<file path="config.mk">
export PLATFORM = sky130hd
export DESIGN_NAME = rms_dbfs_level_meter
export DESIGN_NICKNAME = d
export VERILOG_FILES = /design/src/design/rdlm_pkg.sv /design/src/design/rms_dbfs_level_meter.sv /design/src/design/rdlm_front.sv /design/src/design/rdlm_queue.sv /design/src/design/rdlm_log2.sv /design/src/design/rdlm_back.sv
export SDC_FILE = /design/constraint.sdc
export NUM_CORES = 2
export LEC_CHECK = 0
export BUFFER_PORTS_ARGS = -buffer_cell sky130_fd_sc_hd__buf_4
export CAP_MARGIN = 25
export CORE_ASPECT_RATIO = 1.5
export CORE_UTILIZATION = 67
export DETAILED_ROUTE_END_ITERATION = 10
export PLACE_DENSITY = 0.84
export SLEW_MARGIN = 20
export SYNTH_ARGS = -nofsm -noshare
export SYNTH_HDL_FRONTEND = slang
export SYNTH_HIERARCHICAL = 1
export SYNTH_SLANG_ARGS = --single-unit
export TNS_END_PERCENT = 30
</file>
<file path="constraint.sdc">
create_clock -name aclk -period 9.5 [get_ports aclk]
set_input_delay 0 -clock aclk [delete_from_list [all_inputs] [get_ports aclk]]
set_output_delay 0 -clock aclk [all_outputs]
set_load 0.05 [all_outputs]
</file>
<file path="src/design/rdlm_pkg.sv">
`timescale 1ns / 1ps
// ----------------------------------------------------------------------------
// rdlm_pkg
// Shared constants for the RMS dBFS level meter.
// ----------------------------------------------------------------------------
package rdlm_pkg;

    localparam int MAX_SAMPLES_DEF = 4096;
    localparam int SUM_W_DEF       = $clog2(MAX_SAMPLES_DEF) + 31;
    localparam int CNT_W_DEF       = $clog2(MAX_SAMPLES_DEF + 1);

    localparam int SAMPLE_W   = 16;
    localparam int DB_W       = 8;
    localparam int METER_W    = 6;
    localparam int S_TDATA_W  = 16;
    localparam int M_TDATA_W  = 16;

    localparam int MANT_W     = 32;
    localparam int FRAC_W     = 16;
    localparam int QUEUE_DEPTH = 2;

    localparam int LOG_OFFSET_Q16 = 30 * 65536;
    localparam logic [17:0] TEN_LOG10_2_Q16 = 18'd197283;

    localparam logic signed [DB_W-1:0] DB_SILENCE = -8'sd96;
    localparam logic signed [DB_W-1:0] DB_MIN     = -8'sd128;
    localparam int DB_CLAMP = 128;
    localparam int DB_OFFSET = 60;

    // floor(n / 3) = (n * 171) >> 9 for n up to 120
    localparam logic [7:0] DIV3_MUL   = 8'd171;
    localparam int         DIV3_SHIFT = 9;

endpackage

</file>
<file path="src/design/rms_dbfs_level_meter.sv">
`timescale 1ns / 1ps
// ----------------------------------------------------------------------------
// rms_dbfs_level_meter
// Chunk level meter: sum of squares of 16-bit PCM, dBFS and 0..40 VU level.
// ----------------------------------------------------------------------------
// Input stream: s_tdata[15:0] carries one signed PCM sample, s_tlast marks
// the final sample of a chunk. A chunk also closes when its count reaches
// MAX_SAMPLES. Samples are taken one per cycle; the intake never stalls
// unless two closed chunks already wait in the queue.
// Output stream: one transfer per chunk, m_tdata[7:0] = dBFS level (signed),
// m_tdata[13:8] = meter level 0..40.
// From the closing sample to m_tvalid, a silent chunk passes the queue and
// then only the IDLE and FINISH states; otherwise the chunk takes two passes
// of the shared log2 unit (bit-serial normalize over SUM_W+1 bits, then 16
// squaring steps) followed by the MUL and SAT states, skipped at or above full scale, and FINISH.
// The level stage takes no new chunk until the current one leaves FINISH, so the log2 unit sets the chunk rate.
// Reset clears the accumulators, the queue and the output valid.
// A stalled receiver holds the result in the output register; the level
// stage then waits, and the queue fills before intake stalls.
// ----------------------------------------------------------------------------
module rms_dbfs_level_meter #(
    parameter int MAX_SAMPLES = rdlm_pkg::MAX_SAMPLES_DEF
) (
    input  logic                           aclk,
    input  logic                           aresetn,
    input  logic                           s_tvalid,
    output logic                           s_tready,
    input  logic [rdlm_pkg::S_TDATA_W-1:0] s_tdata,   // [15:0] sample
    input  logic                           s_tlast,
    output logic                           m_tvalid,
    input  logic                           m_tready,
    output logic [rdlm_pkg::M_TDATA_W-1:0] m_tdata    // [7:0] db_level, [13:8] meter_level
);

    localparam int SUM_W = $clog2(MAX_SAMPLES) + 31;
    localparam int CNT_W = $clog2(MAX_SAMPLES + 1);

    logic             push_valid;
    logic             push_ready;
    logic [SUM_W-1:0] push_sum;
    logic [CNT_W-1:0] push_cnt;
    logic             pop_valid;
    logic             pop_ready;
    logic [SUM_W-1:0] pop_sum;
    logic [CNT_W-1:0] pop_cnt;

    rdlm_front #(
        .MAX_SAMPLES (MAX_SAMPLES),
        .SUM_W       (SUM_W),
        .CNT_W       (CNT_W)
    ) u_front (
        .aclk       (aclk),
        .aresetn    (aresetn),
        .s_tvalid   (s_tvalid),
        .s_tready   (s_tready),
        .s_tdata    (s_tdata),
        .s_tlast    (s_tlast),
        .push_valid (push_valid),
        .push_ready (push_ready),
        .push_sum   (push_sum),
        .push_cnt   (push_cnt)
    );

    rdlm_queue #(
        .SUM_W (SUM_W),
        .CNT_W (CNT_W)
    ) u_queue (
        .aclk       (aclk),
        .aresetn    (aresetn),
        .push_valid (push_valid),
        .push_ready (push_ready),
        .push_sum   (push_sum),
        .push_cnt   (push_cnt),
        .pop_valid  (pop_valid),
        .pop_ready  (pop_ready),
        .pop_sum    (pop_sum),
        .pop_cnt    (pop_cnt)
    );

    rdlm_back #(
        .SUM_W (SUM_W),
        .CNT_W (CNT_W)
    ) u_back (
        .aclk     (aclk),
        .aresetn  (aresetn),
        .q_valid  (pop_valid),
        .q_ready  (pop_ready),
        .q_sum    (pop_sum),
        .q_cnt    (pop_cnt),
        .m_tvalid (m_tvalid),
        .m_tready (m_tready),
        .m_tdata  (m_tdata)
    );

endmodule

</file>
<file path="src/design/rdlm_front.sv">
`timescale 1ns / 1ps
// ----------------------------------------------------------------------------
// rdlm_front
// Sample intake: squares each sample, accumulates the chunk sum and count,
// and pushes the closed chunk into the queue.
// ----------------------------------------------------------------------------
module rdlm_front #(
    parameter int MAX_SAMPLES = rdlm_pkg::MAX_SAMPLES_DEF,
    parameter int SUM_W       = rdlm_pkg::SUM_W_DEF,
    parameter int CNT_W       = rdlm_pkg::CNT_W_DEF
) (
    input  logic                           aclk,
    input  logic                           aresetn,
    input  logic                           s_tvalid,
    output logic                           s_tready,
    input  logic [rdlm_pkg::S_TDATA_W-1:0] s_tdata,   // [15:0] sample
    input  logic                           s_tlast,
    output logic                           push_valid,
    input  logic                           push_ready,
    output logic [SUM_W-1:0]               push_sum,
    output logic [CNT_W-1:0]               push_cnt
);

    logic [SUM_W-1:0]  sum_reg;
    logic [CNT_W-1:0]  cnt_reg;
    logic [SUM_W-1:0]  sum_next;
    logic [CNT_W-1:0]  cnt_next;
    logic signed [31:0] square;
    logic              accept;
    logic              close;

    assign square   = $signed(s_tdata[rdlm_pkg::SAMPLE_W-1:0])
                    * $signed(s_tdata[rdlm_pkg::SAMPLE_W-1:0]);
    assign sum_next = sum_reg + SUM_W'($unsigned(square));
    assign cnt_next = cnt_reg + CNT_W'(1);
    assign close    = s_tlast || (cnt_next >= CNT_W'(MAX_SAMPLES));

    assign s_tready   = push_ready;
    assign accept     = s_tvalid && s_tready;
    assign push_valid = accept && close;
    assign push_sum   = sum_next;
    assign push_cnt   = cnt_next;

    always_ff @(posedge aclk) begin
        if (!aresetn) begin
            sum_reg <= '0;
            cnt_reg <= '0;
        end else if (accept) begin
            if (close) begin
                sum_reg <= '0;
                cnt_reg <= '0;
            end else begin
                sum_reg <= sum_next;
                cnt_reg <= cnt_next;
            end
        end
    end

endmodule

</file>
<file path="src/design/rdlm_queue.sv">
`timescale 1ns / 1ps
// ----------------------------------------------------------------------------
// rdlm_queue
// Short queue of closed chunks between intake and level computation.
// ----------------------------------------------------------------------------
module rdlm_queue #(
    parameter int SUM_W = rdlm_pkg::SUM_W_DEF,
    parameter int CNT_W = rdlm_pkg::CNT_W_DEF
) (
    input  logic             aclk,
    input  logic             aresetn,
    input  logic             push_valid,
    output logic             push_ready,
    input  logic [SUM_W-1:0] push_sum,
    input  logic [CNT_W-1:0] push_cnt,
    output logic             pop_valid,
    input  logic             pop_ready,
    output logic [SUM_W-1:0] pop_sum,
    output logic [CNT_W-1:0] pop_cnt
);

    localparam int DEPTH = rdlm_pkg::QUEUE_DEPTH;
    localparam int PTR_W = $clog2(DEPTH);
    localparam int FILL_W = $clog2(DEPTH + 1);

    logic [SUM_W-1:0]  sum_mem [DEPTH];
    logic [CNT_W-1:0]  cnt_mem [DEPTH];
    logic [PTR_W-1:0]  wr_ptr_reg;
    logic [PTR_W-1:0]  rd_ptr_reg;
    logic [FILL_W-1:0] fill_reg;
    logic              do_push;
    logic              do_pop;

    assign push_ready = (fill_reg != FILL_W'(DEPTH));
    assign pop_valid  = (fill_reg != '0);
    assign do_push    = push_valid && push_ready;
    assign do_pop     = pop_valid && pop_ready;
    assign pop_sum    = sum_mem[rd_ptr_reg];
    assign pop_cnt    = cnt_mem[rd_ptr_reg];

    always_ff @(posedge aclk) begin
        if (do_push) begin
            sum_mem[wr_ptr_reg] <= push_sum;
            cnt_mem[wr_ptr_reg] <= push_cnt;
        end
    end

    always_ff @(posedge aclk) begin
        if (!aresetn) begin
            wr_ptr_reg <= '0;
            rd_ptr_reg <= '0;
            fill_reg   <= '0;
        end else begin
            if (do_push) begin
                wr_ptr_reg <= (wr_ptr_reg == PTR_W'(DEPTH - 1)) ? '0 : wr_ptr_reg + PTR_W'(1);
            end
            if (do_pop) begin
                rd_ptr_reg <= (rd_ptr_reg == PTR_W'(DEPTH - 1)) ? '0 : rd_ptr_reg + PTR_W'(1);
            end
            if (do_push && !do_pop) begin
                fill_reg <= fill_reg + FILL_W'(1);
            end else if (do_pop && !do_push) begin
                fill_reg <= fill_reg - FILL_W'(1);
            end
        end
    end

endmodule

</file>
<file path="src/design/rdlm_log2.sv">
`timescale 1ns / 1ps
// ----------------------------------------------------------------------------
// rdlm_log2
// Iterative log2 in unsigned Q16: bit-serial normalize, then one squaring
// step per fraction bit.
// ----------------------------------------------------------------------------
module rdlm_log2 #(
    parameter int NORM_W = rdlm_pkg::SUM_W_DEF + 1
) (
    input  logic                                       aclk,
    input  logic                                       aresetn,
    input  logic                                       start,
    input  logic [NORM_W-1:0]                          x,
    output logic                                       done,
    output logic [$clog2(NORM_W)+rdlm_pkg::FRAC_W-1:0] result
);

    localparam int EW     = $clog2(NORM_W);
    localparam int MW     = rdlm_pkg::MANT_W;
    localparam int FW     = rdlm_pkg::FRAC_W;
    localparam int STEP_W = $clog2(FW);

    typedef enum logic [1:0] {L_IDLE, L_NORM, L_SQR} lg_state_t;

    lg_state_t          state_reg;
    logic               done_reg;
    logic [NORM_W-1:0]  xn_reg;
    logic [EW-1:0]      e_reg;
    logic [MW-1:0]      m_reg;
    logic [FW-1:0]      frac_reg;
    logic [STEP_W-1:0]  step_reg;
    logic [EW+FW-1:0]   result_reg;
    logic [2*MW-1:0]    sq;
    logic [MW:0]        sq_shift;
    logic               frac_bit;
    logic [MW-1:0]      m_next;
    logic [FW-1:0]      frac_next;

    assign sq        = m_reg * m_reg;
    assign sq_shift  = sq[2*MW-1:MW-1];
    assign frac_bit  = sq_shift[MW];
    assign m_next    = frac_bit ? sq_shift[MW:1] : sq_shift[MW-1:0];
    assign frac_next = {frac_reg[FW-2:0], frac_bit};

    assign done   = done_reg;
    assign result = result_reg;

    always_ff @(posedge aclk) begin
        if (!aresetn) begin
            state_reg <= L_IDLE;
            done_reg  <= 1'b0;
        end else begin
            done_reg <= 1'b0;
            unique case (state_reg)
                L_IDLE: begin
                    if (start) begin
                        xn_reg <= x;
                        e_reg  <= EW'(NORM_W - 1);
                        if (x == '0) begin
                            result_reg <= '0;
                            done_reg   <= 1'b1;
                        end else begin
                            state_reg <= L_NORM;
                        end
                    end
                end
                L_NORM: begin
                    if (xn_reg[NORM_W-1]) begin
                        m_reg     <= xn_reg[NORM_W-1 -: MW];
                        frac_reg  <= '0;
                        step_reg  <= '0;
                        state_reg <= L_SQR;
                    end else begin
                        xn_reg <= {xn_reg[NORM_W-2:0], 1'b0};
                        e_reg  <= e_reg - EW'(1);
                    end
                end
                L_SQR: begin
                    m_reg    <= m_next;
                    frac_reg <= frac_next;
                    step_reg <= step_reg + STEP_W'(1);
                    if (step_reg == STEP_W'(FW - 1)) begin
                        result_reg <= {e_reg, frac_next};
                        done_reg   <= 1'b1;
                        state_reg  <= L_IDLE;
                    end
                end
            endcase
        end
    end

endmodule

</file>
<file path="src/design/rdlm_back.sv">
`timescale 1ns / 1ps
// ----------------------------------------------------------------------------
// rdlm_back
// Level computation: log2 of sum and count, scale to dB, saturate, derive
// the meter level, and hold the result in the output register.
// ----------------------------------------------------------------------------
module rdlm_back #(
    parameter int SUM_W = rdlm_pkg::SUM_W_DEF,
    parameter int CNT_W = rdlm_pkg::CNT_W_DEF
) (
    input  logic                           aclk,
    input  logic                           aresetn,
    input  logic                           q_valid,
    output logic                           q_ready,
    input  logic [SUM_W-1:0]               q_sum,
    input  logic [CNT_W-1:0]               q_cnt,
    output logic                           m_tvalid,
    input  logic                           m_tready,
    output logic [rdlm_pkg::M_TDATA_W-1:0] m_tdata  // [7:0] db_level, [13:8] meter_level
);

    localparam int NORM_W = SUM_W + 1;
    localparam int EW     = $clog2(NORM_W);
    localparam int LGW    = EW + rdlm_pkg::FRAC_W;
    localparam int LW     = LGW + 2;
    localparam int PW     = LW + 18;
    localparam int DBM_W  = PW - 32;
    localparam int DB_W   = rdlm_pkg::DB_W;
    localparam int MT_W   = rdlm_pkg::METER_W;

    typedef enum logic [2:0] {B_IDLE, B_LOG_SUM, B_LOG_CNT, B_MUL, B_SAT, B_FINISH} bk_state_t;

    bk_state_t               state_reg;
    logic [CNT_W-1:0]        cnt_reg;
    logic [LGW-1:0]          lsum_reg;
    logic [LW-1:0]           mag_reg;
    logic [PW-1:0]           prod_reg;
    logic signed [DB_W-1:0]  db_reg;
    logic signed [DB_W-1:0]  out_db_reg;
    logic [MT_W-1:0]         out_meter_reg;
    logic                    m_tvalid_reg;

    logic                    lg_start;
    logic [NORM_W-1:0]       lg_x;
    logic                    lg_done;
    logic [LGW-1:0]          lg_result;
    logic signed [LW-1:0]    l_val;
    logic [DBM_W-1:0]        db_mag;
    logic signed [DB_W:0]    meter_t;
    logic [6:0]              meter_n;
    logic [14:0]             meter_p;
    logic [MT_W-1:0]         meter_next;
    logic                    out_free;

    assign q_ready  = (state_reg == B_IDLE);
    assign lg_start = ((state_reg == B_IDLE) && q_valid && (q_sum != '0))
                   || ((state_reg == B_LOG_SUM) && lg_done);
    assign lg_x     = (state_reg == B_IDLE) ? {1'b0, q_sum}
                                            : {{(NORM_W-CNT_W){1'b0}}, cnt_reg};

    rdlm_log2 #(
        .NORM_W (NORM_W)
    ) u_log2 (
        .aclk    (aclk),
        .aresetn (aresetn),
        .start   (lg_start),
        .x       (lg_x),
        .done    (lg_done),
        .result  (lg_result)
    );

    assign l_val  = $signed({2'b00, lsum_reg}) - $signed({2'b00, lg_result})
                  - $signed(LW'(rdlm_pkg::LOG_OFFSET_Q16));
    assign db_mag = prod_reg[PW-1:32];

    assign meter_t    = $signed({db_reg[DB_W-1], db_reg}) + $signed((DB_W+1)'(rdlm_pkg::DB_OFFSET));
    assign meter_n    = {meter_t[5:0], 1'b0};
    assign meter_p    = {8'b0, meter_n} * {7'b0, rdlm_pkg::DIV3_MUL};
    assign meter_next = (meter_t <= 0) ? '0
                      : meter_p[rdlm_pkg::DIV3_SHIFT +: MT_W];

    assign out_free = !m_tvalid_reg || m_tready;

    assign m_tvalid = m_tvalid_reg;
    assign m_tdata  = {2'b00, out_meter_reg, out_db_reg};

    always_ff @(posedge aclk) begin
        if (!aresetn) begin
            state_reg    <= B_IDLE;
            m_tvalid_reg <= 1'b0;
        end else begin
            if ((state_reg == B_FINISH) && out_free) begin
                m_tvalid_reg <= 1'b1;
            end else if (m_tready) begin
                m_tvalid_reg <= 1'b0;
            end
            unique case (state_reg)
                B_IDLE: begin
                    if (q_valid) begin
                        cnt_reg <= q_cnt;
                        if (q_sum == '0) begin
                            db_reg    <= rdlm_pkg::DB_SILENCE;
                            state_reg <= B_FINISH;
                        end else begin
                            state_reg <= B_LOG_SUM;
                        end
                    end
                end
                B_LOG_SUM: begin
                    if (lg_done) begin
                        lsum_reg  <= lg_result;
                        state_reg <= B_LOG_CNT;
                    end
                end
                B_LOG_CNT: begin
                    if (lg_done) begin
                        if (l_val >= 0) begin
                            db_reg    <= '0;
                            state_reg <= B_FINISH;
                        end else begin
                            mag_reg   <= LW'(-l_val);
                            state_reg <= B_MUL;
                        end
                    end
                end
                B_MUL: begin
                    prod_reg  <= PW'(mag_reg) * PW'(rdlm_pkg::TEN_LOG10_2_Q16);
                    state_reg <= B_SAT;
                end
                B_SAT: begin
                    if (db_mag >= DBM_W'(rdlm_pkg::DB_CLAMP)) begin
                        db_reg <= rdlm_pkg::DB_MIN;
                    end else begin
                        db_reg <= DB_W'(0) - DB_W'(db_mag);
                    end
                    state_reg <= B_FINISH;
                end
                B_FINISH: begin
                    if (out_free) begin
                        out_db_reg    <= db_reg;
                        out_meter_reg <= meter_next;
                        state_reg     <= B_IDLE;
                    end
                end
                default: begin
                    state_reg <= B_IDLE;
                end
            endcase
        end
    end

endmodule

</file>
==> impl_metrics.ini <==
[final_layout]
area_growth_syn_to_layout_pct = 5.29
largest_reg_flops = 86
fillers = 6727
final_nets = 8317
drive_gt1_share_pct = 5.41

[floorplanning]
coreArea_um2 = 94600
start_util_pct = 67.8
die_x_um = 255
rows = 138
io_pins = 39
die_h_um = 381
design.die.area_um2 = 97000

[worst_setup_path]
critPathRequiredTime_ns = 9.92
critPathBufInv = 6
crit_type = flop to flop
cpPeakStageDelay_ns = 0.79
crit_family = adder cells
cp_max_fo = 15
slowest_stage = edfxtp_1
crit_top_cell = fa_1
critPathCaptureType = flop
arrival_ns = 9.65
startpoint_type = flop

[drt]
num_vias = 45800
via_per_inst = 5.87
routed_wl_mm = 160
wl_per_cell_um = 20.5
drtIter0Drc = 2998
drc_errors = 0
ant_nets = 0
drtPass1Iterations = 6

[place]
dp_hpwl_mm = 131
place_congestion = 1.02
io_buffers = 36

[cts]
cts_resized = 0
cts_tree = built
root_buffer = clkbuf_16
cts_buffer_depth = 3
h-tree-depth = 2
clock-sinks = 394
cts-buffers-inserted = 42
clk_pin_slew_ns = 0.06
clkLatencyLatePin_ns = 0.60

[synthesis]
ys.flop_type = edfxtp_1
ys_ff_latch = 394
ys_seq_area_share_pct = 17.4
avgSynthCellArea_um2 = 9.83
postSynth.asyncResetShare_pct = 0
syn_inst = 6524
synth-edff-count = 326
syn_area_um2 = 64100
synth.distinct_cells = 106
synth-warning-count = 6

[sta]
final.period_utilization_pct = 97.2
final.setup.tns_ns = 0
worstMarginPinSlew_ns = 1.07
max_freq_mhz = 108
relSlewSlack_pct = 28.4
hold_viol_final = 0
finalMaxSlewViolations = 0
period_needed_ns = 9.23
rsz0062_at_grt = false
finalSetupViolations = 0
fin_skew_ns = 0.0319

[job]
max_cap_violations = 0

[grt]
gr-total-overflow = 0
grt_max_degree = 65
antenna_found_initial = 2
grt_pass1_vias = 50900
track_usage_pct = 34.4
grt_pass1_wl_mm = 256

[hold_path]
hold_class = input port to flop

[status]
run_status = complete, no violations
==> worst min-delay path, cell delays in order <==
cell and delay [ns]:
buf_4 0.11, nand2_1 0.07, nor2_1 0.12, nand3b_1 0.15, a21boi_0 0.09
==> worst paths after layout <==
path | endpoint | slack (ns) | start | depth (start not counted)
setup / recovery | u_back/u_log2/m_reg[26] | 0.27 | u_back/u_log2/m_reg[3] | 28
hold reg to reg | u_back/lsum_reg[14] | 0.45 | u_back/u_log2/result[14] | 0
setup reg to reg | u_back/u_log2/m_reg[26] | 0.27 | u_back/u_log2/m_reg[3] | 28
hold / removal | u_queue/wr_ptr_reg | 0.01 | s_tvalid | 5
==> metrics by stage <==
| stage | setup slack, ns | instance area [um^2] | util (%) | instances | hold WS [ns] |
|---|---|---|---|---|---|
| 2_1_floorplan | 1.57 | 64100 | - | 6527 | 0.0989 |
| 3_5_place_dp | 0.255 | 66000 | 69.7 | 7711 | 0.436 |
| 4_1_cts | 0.214 | 67400 | 71.2 | 7791 | 0.00118 |
| 3_3_place_gp | 0.483 | 66000 | 69.7 | 7711 | 0.432 |
| 6_report | 0.270 | 67500 | 71.4 | 7803 | 0.0136 |
| 5_1_grt | 0.0110 | 67500 | 71.4 | 7800 | 0.0573 |
==> synth_stat cells (49+ instances only) <==
master | instances | share of area (%)
inv_1 | 1590 | 9.3
fa_1 | 1124 | 35
ha_1 | 666 | 13
nand2_1 | 526 | 3.1
and2_1 | 354 | 3.5
edfxtp_1 | 326 | 15
a21oi_1 | 228 | 1.8
nor2_1 | 226 | 1.3
clkbuf_1 | 188 | 1.1
o21ai_0 | 146 | 1.1
xnor2_1 | 132 | 1.8
xor2_1 | 95 | 1.3
a21o_1 | 85 | 1.0
nand3_1 | 73 | 0.57
mux2_2 | 72 | 1.3
dfxtp_1 | 68 | 2.1
and3_1 | 49 | 0.48
==> cells in the final DEF, fill, tap and decap left out, types with 46 or more instances in the layout <==
cell type	n
clkbuf_16	46
ha_1	664
buf_4	136
nor2_1	221
edfxtp_1	326
and2_1	354
nand3_1	73
o21ai_0	146
xnor2_1	132
a21oi_1	228
inv_1	1589
and3_1	48
mux2_2	72
a21o_1	85
xor2_1	95
nand2_1	526
dfxtp_1	67
fa_1	1124
==> cells by family after synthesis <==
kind of cell,Yosys count,share of synthesized area (%)
AOI/OAI and AO/OA,726,7.39
xor gates and xnor gates,229,3.17
adders and majority gates,1790,48.1
buffers and inverters,1802,10.7
DFF,394,17.4
muxes,110,1.87
other,1,0.00585
and+or+nand+nor,1472,11.4
==> final cells by class <==
cell class                 instances  area (um^2)  share of cell area (%)
multi-input combinational       4332        46200                    68.4
sequential                       394        11200                    16.5
inverter                        1591         5970                    8.84
tap                             1260         1580                    2.33
clock buffer                      54         1190                    1.76
timing repair buffer             145         1170                    1.74
clock inverter                    24          235                   0.348
antenna                            3         7.51                  0.0111
==> layer usage <==
metal / vias to the layer above / wire length [um] / track usage [%]
met3: 778 / 8810 / 5.31
met4: 4 / 14500 / 25.9
met1: 22900 / 52200 / 35.4
met5: - / 23 / 0
met2: 1800 / 84600 / 62.0
li1: 20400 / - / -
==> timing repair <==
action,CTS,global route
buffers inserted,0,7
hold buffers,2,0
setup endpoints to repair,0,15
hold endpoints to repair,35,0
Power is not shown: default switching activity piles up to over one toggle a cycle in this logic, so the estimate is an artifact.
